==> config.mk <==
export PLATFORM = sky130hd
export DESIGN_NAME = frame_rate_detector
export DESIGN_NICKNAME = d
export VERILOG_FILES = /design/src/design/frd_pkg.sv /design/src/design/frame_rate_detector.sv /design/src/design/frd_front.sv /design/src/design/frd_queue.sv /design/src/design/frd_back.sv
export SDC_FILE = /design/constraint.sdc
export NUM_CORES = 1
export LEC_CHECK = 0
export BUFFER_PORTS_ARGS = -buffer_cell sky130_fd_sc_hd__clkbuf_2
export CORE_MARGIN = 4
export CORE_UTILIZATION = 59
export DETAILED_ROUTE_END_ITERATION = 8
export PLACE_DENSITY = 0.8
export SLEW_MARGIN = 30
export SYNTH_ARGS = -nofsm -noshare
export SYNTH_HDL_FRONTEND = slang
export SYNTH_SLANG_ARGS = --single-unit
export TNS_END_PERCENT = 30
==> constraint.sdc <==
create_clock -name clock -period 6.55 [get_ports clock]
set_input_delay 1.965 -clock clock [delete_from_list [all_inputs] [get_ports clock]]
set_output_delay 1.965 -clock clock [all_outputs]
set_load 0.02 [all_outputs]
==> src/design/frd_pkg.sv <==
`default_nettype none

package frd_pkg;

   // Item opcodes carried on req_tuser
   localparam logic [1:0] OP_SAMPLE = 2'd0;
   localparam logic [1:0] OP_HINT   = 2'd1;
   localparam logic [1:0] OP_CLEAR  = 2'd2;

   // Configuration register indexes
   localparam logic CSR_STABLE_THRESHOLD = 1'b0;
   localparam logic CSR_COUNT_CAP        = 1'b1;

   localparam logic [3:0] THRESHOLD_RESET = 4'd4;
   localparam logic [3:0] CAP_RESET       = 4'd8;

   localparam int TIME_W   = 64;
   localparam int HINT_W   = 8;
   localparam int REQ_W    = 2 * TIME_W + HINT_W;
   localparam int CNT_W    = 4;
   localparam int RATE_W   = 6;
   localparam int NUM_RATE = 4;
   localparam int WIN_W    = 19;

   // Gap windows, 100 ns units, inclusive; all fit below 2**WIN_W
   localparam logic [WIN_W-1:0] WIN24_LO = 19'd410000;
   localparam logic [WIN_W-1:0] WIN24_HI = 19'd450000;
   localparam logic [WIN_W-1:0] WIN25_LO = 19'd380000;
   localparam logic [WIN_W-1:0] WIN25_HI = 19'd409999;
   localparam logic [WIN_W-1:0] WIN30_LO = 19'd300000;
   localparam logic [WIN_W-1:0] WIN30_HI = 19'd360000;
   localparam logic [WIN_W-1:0] WIN60_LO = 19'd120000;
   localparam logic [WIN_W-1:0] WIN60_HI = 19'd220000;

   localparam logic [RATE_W-1:0] RATE_DEFAULT = 6'd60;

   typedef enum logic [1:0] {
      RATE_24 = 2'd0,
      RATE_25 = 2'd1,
      RATE_30 = 2'd2,
      RATE_60 = 2'd3
   } rate_code_type;

   typedef enum logic [2:0] {
      CMD_NOP   = 3'd0,
      CMD_BUMP  = 3'd1,
      CMD_DECAY = 3'd2,
      CMD_SEED  = 3'd3,
      CMD_CLEAR = 3'd4
   } cmd_kind_type;

   typedef struct packed {
      cmd_kind_type  kind;
      rate_code_type rate;
   } cmd_type;

   function automatic logic [RATE_W-1:0] rate_value(input rate_code_type code);
      logic [RATE_W-1:0] v;
      case (code)
         RATE_24: v = 6'd24;
         RATE_25: v = 6'd25;
         RATE_30: v = 6'd30;
         RATE_60: v = 6'd60;
         default: v = RATE_DEFAULT;
      endcase
      return v;
   endfunction

endpackage

`default_nettype wire

==> src/design/frame_rate_detector.sv <==
`default_nettype none

// Frame rate detector. Each item on the req_ channel is a timestamp sample,
// a rate hint or a state clear (opcode on req_tuser); every item returns one
// result on rsp_ carrying the detected rate (24, 25, 30 or 60 fps). The block
// takes one item per clock cycle while rsp_tready is high. The front end
// classifies the timestamp gap or hint in the accepting cycle, and the
// command is written into a two-entry queue at the accepting edge. Once it
// heads the queue and the output register is free or being read, the back
// end updates the four confidence counters and loads the output register.
// That counter update is what sets the one-item-per-cycle rate. While
// rsp_tready is low the output register holds its result and the queue
// takes two more items before req_tready drops. The two configuration
// registers may only be written while no item is in flight.
module frame_rate_detector (
   input  wire logic        clock,
   input  wire logic        reset,
   input  wire logic        req_tvalid,
   output logic             req_tready,
   // [63:0] previous_time, [127:64] current_time, [135:128] hint_rate
   input  wire logic [135:0] req_tdata,
   // [1:0] opcode
   input  wire logic [1:0]  req_tuser,
   output logic             rsp_tvalid,
   input  wire logic        rsp_tready,
   // [5:0] source_rate, [7:6] zero
   output logic [7:0]       rsp_tdata,
   input  wire logic        csr_valid,
   output logic             csr_ready,
   input  wire logic        csr_index,
   input  wire logic [3:0]  csr_data
);
   import frd_pkg::*;

   logic [CNT_W-1:0]  threshold_ff;
   logic [CNT_W-1:0]  cap_ff;
   logic              push;
   logic              pop;
   logic              q_full;
   logic              q_not_empty;
   cmd_type           front_cmd;
   cmd_type           head_cmd;
   logic [RATE_W-1:0] rsp_rate;

   assign csr_ready = 1'b1;

   always_ff @(posedge clock) begin
      if (reset) begin
         threshold_ff <= THRESHOLD_RESET;
         cap_ff       <= CAP_RESET;
      end else if (csr_valid) begin
         case (csr_index)
            CSR_STABLE_THRESHOLD: threshold_ff <= csr_data;
            CSR_COUNT_CAP:        cap_ff       <= csr_data;
            default:              cap_ff       <= cap_ff;
         endcase
      end
   end

   frd_front u_front (
      .req_valid     (req_tvalid),
      .req_ready     (req_tready),
      .opcode        (req_tuser),
      .previous_time (req_tdata[TIME_W-1:0]),
      .current_time  (req_tdata[2*TIME_W-1:TIME_W]),
      .hint_rate     (req_tdata[REQ_W-1:2*TIME_W]),
      .queue_full    (q_full),
      .push          (push),
      .cmd           (front_cmd)
   );

   frd_queue u_queue (
      .clock     (clock),
      .reset     (reset),
      .push      (push),
      .push_cmd  (front_cmd),
      .pop       (pop),
      .full      (q_full),
      .not_empty (q_not_empty),
      .head_cmd  (head_cmd)
   );

   frd_back u_back (
      .clock            (clock),
      .reset            (reset),
      .stable_threshold (threshold_ff),
      .count_cap        (cap_ff),
      .cmd_valid        (q_not_empty),
      .cmd              (head_cmd),
      .pop              (pop),
      .rsp_valid        (rsp_tvalid),
      .rsp_ready        (rsp_tready),
      .rsp_rate         (rsp_rate)
   );

   assign rsp_tdata = {2'b00, rsp_rate};

endmodule

`default_nettype wire

==> src/design/frd_front.sv <==
`default_nettype none

module frd_front (
   input  wire logic                        req_valid,
   output logic                             req_ready,
   input  wire logic [1:0]                  opcode,
   input  wire logic [frd_pkg::TIME_W-1:0]  previous_time,
   input  wire logic [frd_pkg::TIME_W-1:0]  current_time,
   input  wire logic [frd_pkg::HINT_W-1:0]  hint_rate,
   input  wire logic                        queue_full,
   output logic                             push,
   output frd_pkg::cmd_type                 cmd
);
   import frd_pkg::*;

   logic [TIME_W-1:0] gap;
   logic              usable;
   logic              gap_small;
   logic [WIN_W-1:0]  gap_low;
   logic              in24, in25, in30, in60;
   logic              hint_ok;
   rate_code_type     hint_code;

   assign req_ready = !queue_full;
   assign push      = req_valid && !queue_full;

   assign usable    = !previous_time[TIME_W-1] && (|previous_time) &&
                      ($signed(current_time) > $signed(previous_time));
   assign gap       = current_time - previous_time;
   assign gap_small = ~|gap[TIME_W-1:WIN_W];
   assign gap_low   = gap[WIN_W-1:0];

   assign in24 = gap_small && gap_low >= WIN24_LO && gap_low <= WIN24_HI;
   assign in25 = gap_small && gap_low >= WIN25_LO && gap_low <= WIN25_HI;
   assign in30 = gap_small && gap_low >= WIN30_LO && gap_low <= WIN30_HI;
   assign in60 = gap_small && gap_low >= WIN60_LO && gap_low <= WIN60_HI;

   // Snap the hint; 25 and 26 go to 25
   always_comb begin
      hint_ok   = 1'b1;
      hint_code = RATE_60;
      if (hint_rate == 8'd23 || hint_rate == 8'd24) begin
         hint_code = RATE_24;
      end else if (hint_rate == 8'd25 || hint_rate == 8'd26) begin
         hint_code = RATE_25;
      end else if (hint_rate >= 8'd29 && hint_rate <= 8'd31) begin
         hint_code = RATE_30;
      end else if (hint_rate >= 8'd59 && hint_rate <= 8'd61) begin
         hint_code = RATE_60;
      end else begin
         hint_ok = 1'b0;
      end
   end

   always_comb begin
      cmd.kind = CMD_NOP;
      cmd.rate = RATE_60;
      case (opcode)
         OP_SAMPLE: begin
            if (usable) begin
               if (in24) begin
                  cmd.kind = CMD_BUMP;
                  cmd.rate = RATE_24;
               end else if (in25) begin
                  cmd.kind = CMD_BUMP;
                  cmd.rate = RATE_25;
               end else if (in30) begin
                  cmd.kind = CMD_BUMP;
                  cmd.rate = RATE_30;
               end else if (in60) begin
                  cmd.kind = CMD_BUMP;
                  cmd.rate = RATE_60;
               end else begin
                  cmd.kind = CMD_DECAY;
               end
            end
         end
         OP_HINT: begin
            if (hint_ok) begin
               cmd.kind = CMD_SEED;
               cmd.rate = hint_code;
            end
         end
         OP_CLEAR: cmd.kind = CMD_CLEAR;
         default:  cmd.kind = CMD_NOP;
      endcase
   end

endmodule

`default_nettype wire

==> src/design/frd_queue.sv <==
`default_nettype none

module frd_queue (
   input  wire logic        clock,
   input  wire logic        reset,
   input  wire logic        push,
   input  frd_pkg::cmd_type push_cmd,
   input  wire logic        pop,
   output logic             full,
   output logic             not_empty,
   output frd_pkg::cmd_type head_cmd
);
   import frd_pkg::*;

   cmd_type    slot_ff [2];
   logic       wr_ptr_ff, wr_ptr_in;
   logic       rd_ptr_ff, rd_ptr_in;
   logic [1:0] count_ff, count_in;

   assign full      = count_ff == 2'd2;
   assign not_empty = count_ff != 2'd0;
   assign head_cmd  = slot_ff[rd_ptr_ff];

   always_comb begin
      wr_ptr_in = push ? !wr_ptr_ff : wr_ptr_ff;
      rd_ptr_in = pop ? !rd_ptr_ff : rd_ptr_ff;
      count_in  = count_ff + {1'b0, push} - {1'b0, pop};
   end

   always_ff @(posedge clock) begin
      if (reset) begin
         wr_ptr_ff <= 1'b0;
         rd_ptr_ff <= 1'b0;
         count_ff  <= 2'd0;
      end else begin
         wr_ptr_ff <= wr_ptr_in;
         rd_ptr_ff <= rd_ptr_in;
         count_ff  <= count_in;
      end
   end

   always_ff @(posedge clock) begin
      if (push) begin
         slot_ff[wr_ptr_ff] <= push_cmd;
      end
   end

   a_count_bound: assert property (@(posedge clock) disable iff (reset)
      count_ff <= 2'd2)
      else $error("queue count out of range");

endmodule

`default_nettype wire

==> src/design/frd_back.sv <==
`default_nettype none

module frd_back (
   input  wire logic                         clock,
   input  wire logic                         reset,
   input  wire logic [frd_pkg::CNT_W-1:0]    stable_threshold,
   input  wire logic [frd_pkg::CNT_W-1:0]    count_cap,
   input  wire logic                         cmd_valid,
   input  frd_pkg::cmd_type                  cmd,
   output logic                              pop,
   output logic                              rsp_valid,
   input  wire logic                         rsp_ready,
   output logic [frd_pkg::RATE_W-1:0]        rsp_rate
);
   import frd_pkg::*;

   logic [CNT_W-1:0]  cnt_ff [NUM_RATE];
   logic [CNT_W-1:0]  cnt_in [NUM_RATE];
   logic [CNT_W-1:0]  bumped [NUM_RATE];
   logic [CNT_W-1:0]  decayed [NUM_RATE];
   logic [CNT_W:0]    inc [NUM_RATE];
   logic [RATE_W-1:0] rate_ff, rate_in;
   logic              rsp_valid_ff, rsp_valid_in;
   logic [RATE_W-1:0] rsp_data_ff;

   assign pop       = cmd_valid && (!rsp_valid_ff || rsp_ready);
   assign rsp_valid = rsp_valid_ff;
   assign rsp_rate  = rsp_data_ff;

   always_comb begin
      for (int i = 0; i < NUM_RATE; i++) begin
         inc[i]     = {1'b0, cnt_ff[i]} + 5'd1;
         bumped[i]  = (inc[i] > {1'b0, count_cap}) ? count_cap : inc[i][CNT_W-1:0];
         decayed[i] = (cnt_ff[i] != '0) ? cnt_ff[i] - 4'd1 : '0;
      end
   end

   always_comb begin
      for (int i = 0; i < NUM_RATE; i++) begin
         cnt_in[i] = cnt_ff[i];
      end
      rate_in = rate_ff;
      case (cmd.kind)
         CMD_BUMP, CMD_DECAY: begin
            for (int i = 0; i < NUM_RATE; i++) begin
               cnt_in[i] = (cmd.kind == CMD_BUMP && cmd.rate == rate_code_type'(i)) ?
                           bumped[i] : decayed[i];
            end
            // First qualifying counter in priority order wins
            if (cnt_in[RATE_24] >= stable_threshold) begin
               rate_in = rate_value(RATE_24);
            end else if (cnt_in[RATE_25] >= stable_threshold) begin
               rate_in = rate_value(RATE_25);
            end else if (cnt_in[RATE_30] >= stable_threshold) begin
               rate_in = rate_value(RATE_30);
            end else if (cnt_in[RATE_60] >= stable_threshold) begin
               rate_in = rate_value(RATE_60);
            end
         end
         CMD_SEED: begin
            for (int i = 0; i < NUM_RATE; i++) begin
               cnt_in[i] = (cmd.rate == rate_code_type'(i)) ? stable_threshold : '0;
            end
            rate_in = rate_value(cmd.rate);
         end
         CMD_CLEAR: begin
            for (int i = 0; i < NUM_RATE; i++) begin
               cnt_in[i] = '0;
            end
            rate_in = RATE_DEFAULT;
         end
         default: rate_in = rate_ff;
      endcase
   end

   always_comb begin
      rsp_valid_in = rsp_valid_ff;
      if (pop) begin
         rsp_valid_in = 1'b1;
      end else if (rsp_ready) begin
         rsp_valid_in = 1'b0;
      end
   end

   always_ff @(posedge clock) begin
      if (reset) begin
         for (int i = 0; i < NUM_RATE; i++) begin
            cnt_ff[i] <= '0;
         end
         rate_ff      <= RATE_DEFAULT;
         rsp_valid_ff <= 1'b0;
      end else begin
         rsp_valid_ff <= rsp_valid_in;
         if (pop) begin
            for (int i = 0; i < NUM_RATE; i++) begin
               cnt_ff[i] <= cnt_in[i];
            end
            rate_ff <= rate_in;
         end
      end
   end

   always_ff @(posedge clock) begin
      if (pop) begin
         rsp_data_ff <= rate_in;
      end
   end

   a_rsp_legal: assert property (@(posedge clock) disable iff (reset)
      rsp_valid_ff |-> (rsp_data_ff == 6'd24 || rsp_data_ff == 6'd25 ||
                        rsp_data_ff == 6'd30 || rsp_data_ff == 6'd60))
      else $error("result rate is not a nominal rate");

   a_clear_default: assert property (@(posedge clock) disable iff (reset)
      (pop && cmd.kind == CMD_CLEAR) |=>
         (rate_ff == RATE_DEFAULT && rsp_data_ff == RATE_DEFAULT &&
          cnt_ff[RATE_24] == '0 && cnt_ff[RATE_60] == '0))
      else $error("clear item did not restore default state");

   a_seed_rate: assert property (@(posedge clock) disable iff (reset)
      (pop && cmd.kind == CMD_SEED) |=> rsp_data_ff == rate_value($past(cmd.rate)))
      else $error("hint item did not set its rate");

endmodule

`default_nettype wire
==> results.txt <==
post-synthesis sequential area ratio - 0.142
Crit Path Class - in -> reg
slowest CP cell - a2111oi_0
initial antenna violation count - 2
total number of vias - 10,600
DRC errors left - 0
synthesized area per cell - 7.29 um2
clk buf depth - 2
chip width - 136 um
vias per inst - 6.38
HPWL after DPL - 25,600 um
post-synth top area share - 0.141
PwrDens - 235 nW/um2
clk sinks - 52
slowest stage delay, CP - 0.65 ns
Port Buffers - 155
min-delay worst type - reg -> reg
Layout area overhead - 10.8%
Most used DFF post-synth - edfxtp_1
CP Data Arrival Time - 6.10 ns
setup TNS - 0 ns
Final #Nets - 1,702
global-route wire length before repair - 48,500 um
cell breakdown of the critical path - clkbuf_2, inv_1, ha_1, nand4_1, nor3_1, nand4_1, nor3_1, a2111oi_4, xnor2_1, a2111oi_0, nand4b_1, or4_1, or4_4, a2bb2oi_1
Die Y - 136 um
Hold Violations, Final - 0
Lkg Pwr - 4.78 nW
Max Cap Viol - 0
synth top area cells - ha_1, edfxtp_1, a21oi_1
core area - 15,900 um2
Clk pin slew, worst setup/hold paths - 0.07 ns
Max IR drop VDD - 0.157 mV
commonest cells after routing, fill and taps aside - clkbuf_2, nand2_1, a21oi_1, nor2_1, ha_1
yosys warns - 0
Setup WS pre-CTS - 0.337 ns
Critical Path RT - 6.57 ns
RD Place Congestion - 0.960
die area - 18,400 um2
Mapped Area - 9600 um2
Post-Synthesis Cells - 1,316
Clock Root Buffer - clkbuf_16
Yosys reg bits - 52
Worst Max-Slew Pin Slew - 0.892 ns
Initial Util - 0.604
drt total wl - 30,200 um
CTS H-tree lvls - 2
I/O Pins - 159
Site Rows - 46
Tcrit/Tclk final - 0.927
synth unique cells - 94
share of post-route cells with drive strength above 1 - 0.171
WL/cell - 18.2 um
EDFF count, synth - 32
CP Capture Type - flop
crit-path max FO - 9
total CTS buffers - 5
CTS hold repair buffers - 0
final worst slack - 0.475 ns
drt first pass iters - 6
commonest non-fill, non-tap cell in the layout - clkbuf_2
status - finished, final reports clean
Layout Skew - 0.00922 ns
Final Max Slew Viols - 0
post-CTS sizing - 0
DR iter-0 viols - 941
CTS tree - built
min cycle time layout - 6.07 ns
postcts setup bufs - 0
largest net degree at the start of global routing - 22
CP startpoint kind - input pin
area leader, netlist - ha_1
vias in the first global route - 10,000
GR Overflow Total - 0
antenna-violating nets left - 0
unrepaired setup endpoints after global routing - false
GRT Total Usage - 0.320
share of synthesized registers carrying an async set or reset - 0
Max Fclk - 165 MHz
worst skew pair latency - 0.30 ns
Max transition margin - 0.400
final setup vio count - 0
## registers in the layout, indices dropped and copies added (netlist names), named ones only
name and flops:
u_queue.rd_ptr_ff 1, u_queue.slot_ff 10, u_back.rate_ff 6, u_queue.count_ff 2
u_back.rsp_rate 6, u_back.cnt_ff 16, u_back.rsp_valid 1, u_queue.wr_ptr_ff 1
threshold_ff 4, cap_ff 4
## path summary, 6_finish.rpt
| kind | startpoint | endpoint | cells after the start | slack [ns] |
|---|---|---|---|---|
| hold reg to reg | u_back.rate_ff[3] | u_back.rate_ff[3] | 1 | 0.44 |
| setup / recovery | req_tdata[32] | u_queue.slot_ff[1][1] | 14 | 0.48 |
| hold / removal | u_back.rate_ff[3] | u_back.rate_ff[3] | 1 | 0.44 |
| setup reg to reg | u_back.cnt_ff[3][0] | u_back.rate_ff[2] | 21 | 2.21 |
## cell usage after synthesis, drive strengths merged (5+ instances only)
library cell and n:
ha 108, a21o 34, a221oi 7, mux2i 20, a31oi 19, nor3 32, or4 6, nor2b 12
a21boi 8, a211o 11, o21a 14, nand3 40, or3 12, nand4 41, nand2 137, edfxtp 32
a22oi 15, o211ai 7, o31ai 10, o221ai 5, dfxtp 20, buf 36, a211oi 16, and3 13
inv 100, nand2b 25, and2 10, o21ai 87, clkbuf 16, xnor2 23, xor2 32, a21oi 132
o21bai 10, or2 10, nor4 28, and4 11, mux2 7, nor2 110
## metrics by stage
stage / hold WS, ns / cells / area (um2) / util / power (mW)
2_1_floorplan: 0.403 / 1317 / 9600 / - / 1.80
3_3_place_gp: 0.415 / 1654 / 10500 / 0.660 / 2.15
3_5_place_dp: 0.425 / 1654 / 10500 / 0.660 / 2.20
4_1_cts: 0.443 / 1662 / 10600 / 0.669 / 2.47
5_1_grt: 0.461 / 1662 / 10600 / 0.669 / 2.71
6_report: 0.439 / 1663 / 10600 / 0.669 / 2.50
## routing by layer
metal	wire length, um	track usage	vias up
li1	-	-	5164
met1	12700	0.408	4926
met2	14200	0.548	441
met3	2250	0.0516	73
met4	1090	0.115	2
met5	8	0	-
## cells by family after synthesis
group,synth area share
XOR/XNOR,0.0502
multiplexers,0.0291
other,0.000782
AND/OR/NAND/NOR,0.262
buffers and inverters,0.0713
AO/OA/AOI/OAI,0.301
adder cells (fa/ha/maj),0.144
flip-flops,0.142
## area by class of cell
type | instances | area [um2]
Antenna cell | 1 | 2.50
Inverter | 101 | 379
Clock buffer | 5 | 125
Fill cell | 1445 | 5250
Sequential cell | 52 | 1360
Timing Repair Buffer | 173 | 911
Tap cell | 216 | 270
Multi-Input combinational cell | 1112 | 7560
Clock inverter | 3 | 20.0
## critical path, delay by kind of cell
kind,cells,cell delay (ns)
xor gates and xnor gates,1,0.17
adders and majority gates,1,0.49
and+or+nand+nor,7,2.41
buffers and inverters,2,0.13
AOI/OAI and AO/OA,3,0.92
## where the power goes
group | total, mW | internal (mW) | switching [mW]
Combinational | 1.69 | 0.688 | 0.998
Sequential | 0.553 | 0.461 | 0.0919
Clock | 0.263 | 0.143 | 0.121
(Power assumes the default switching activity.)
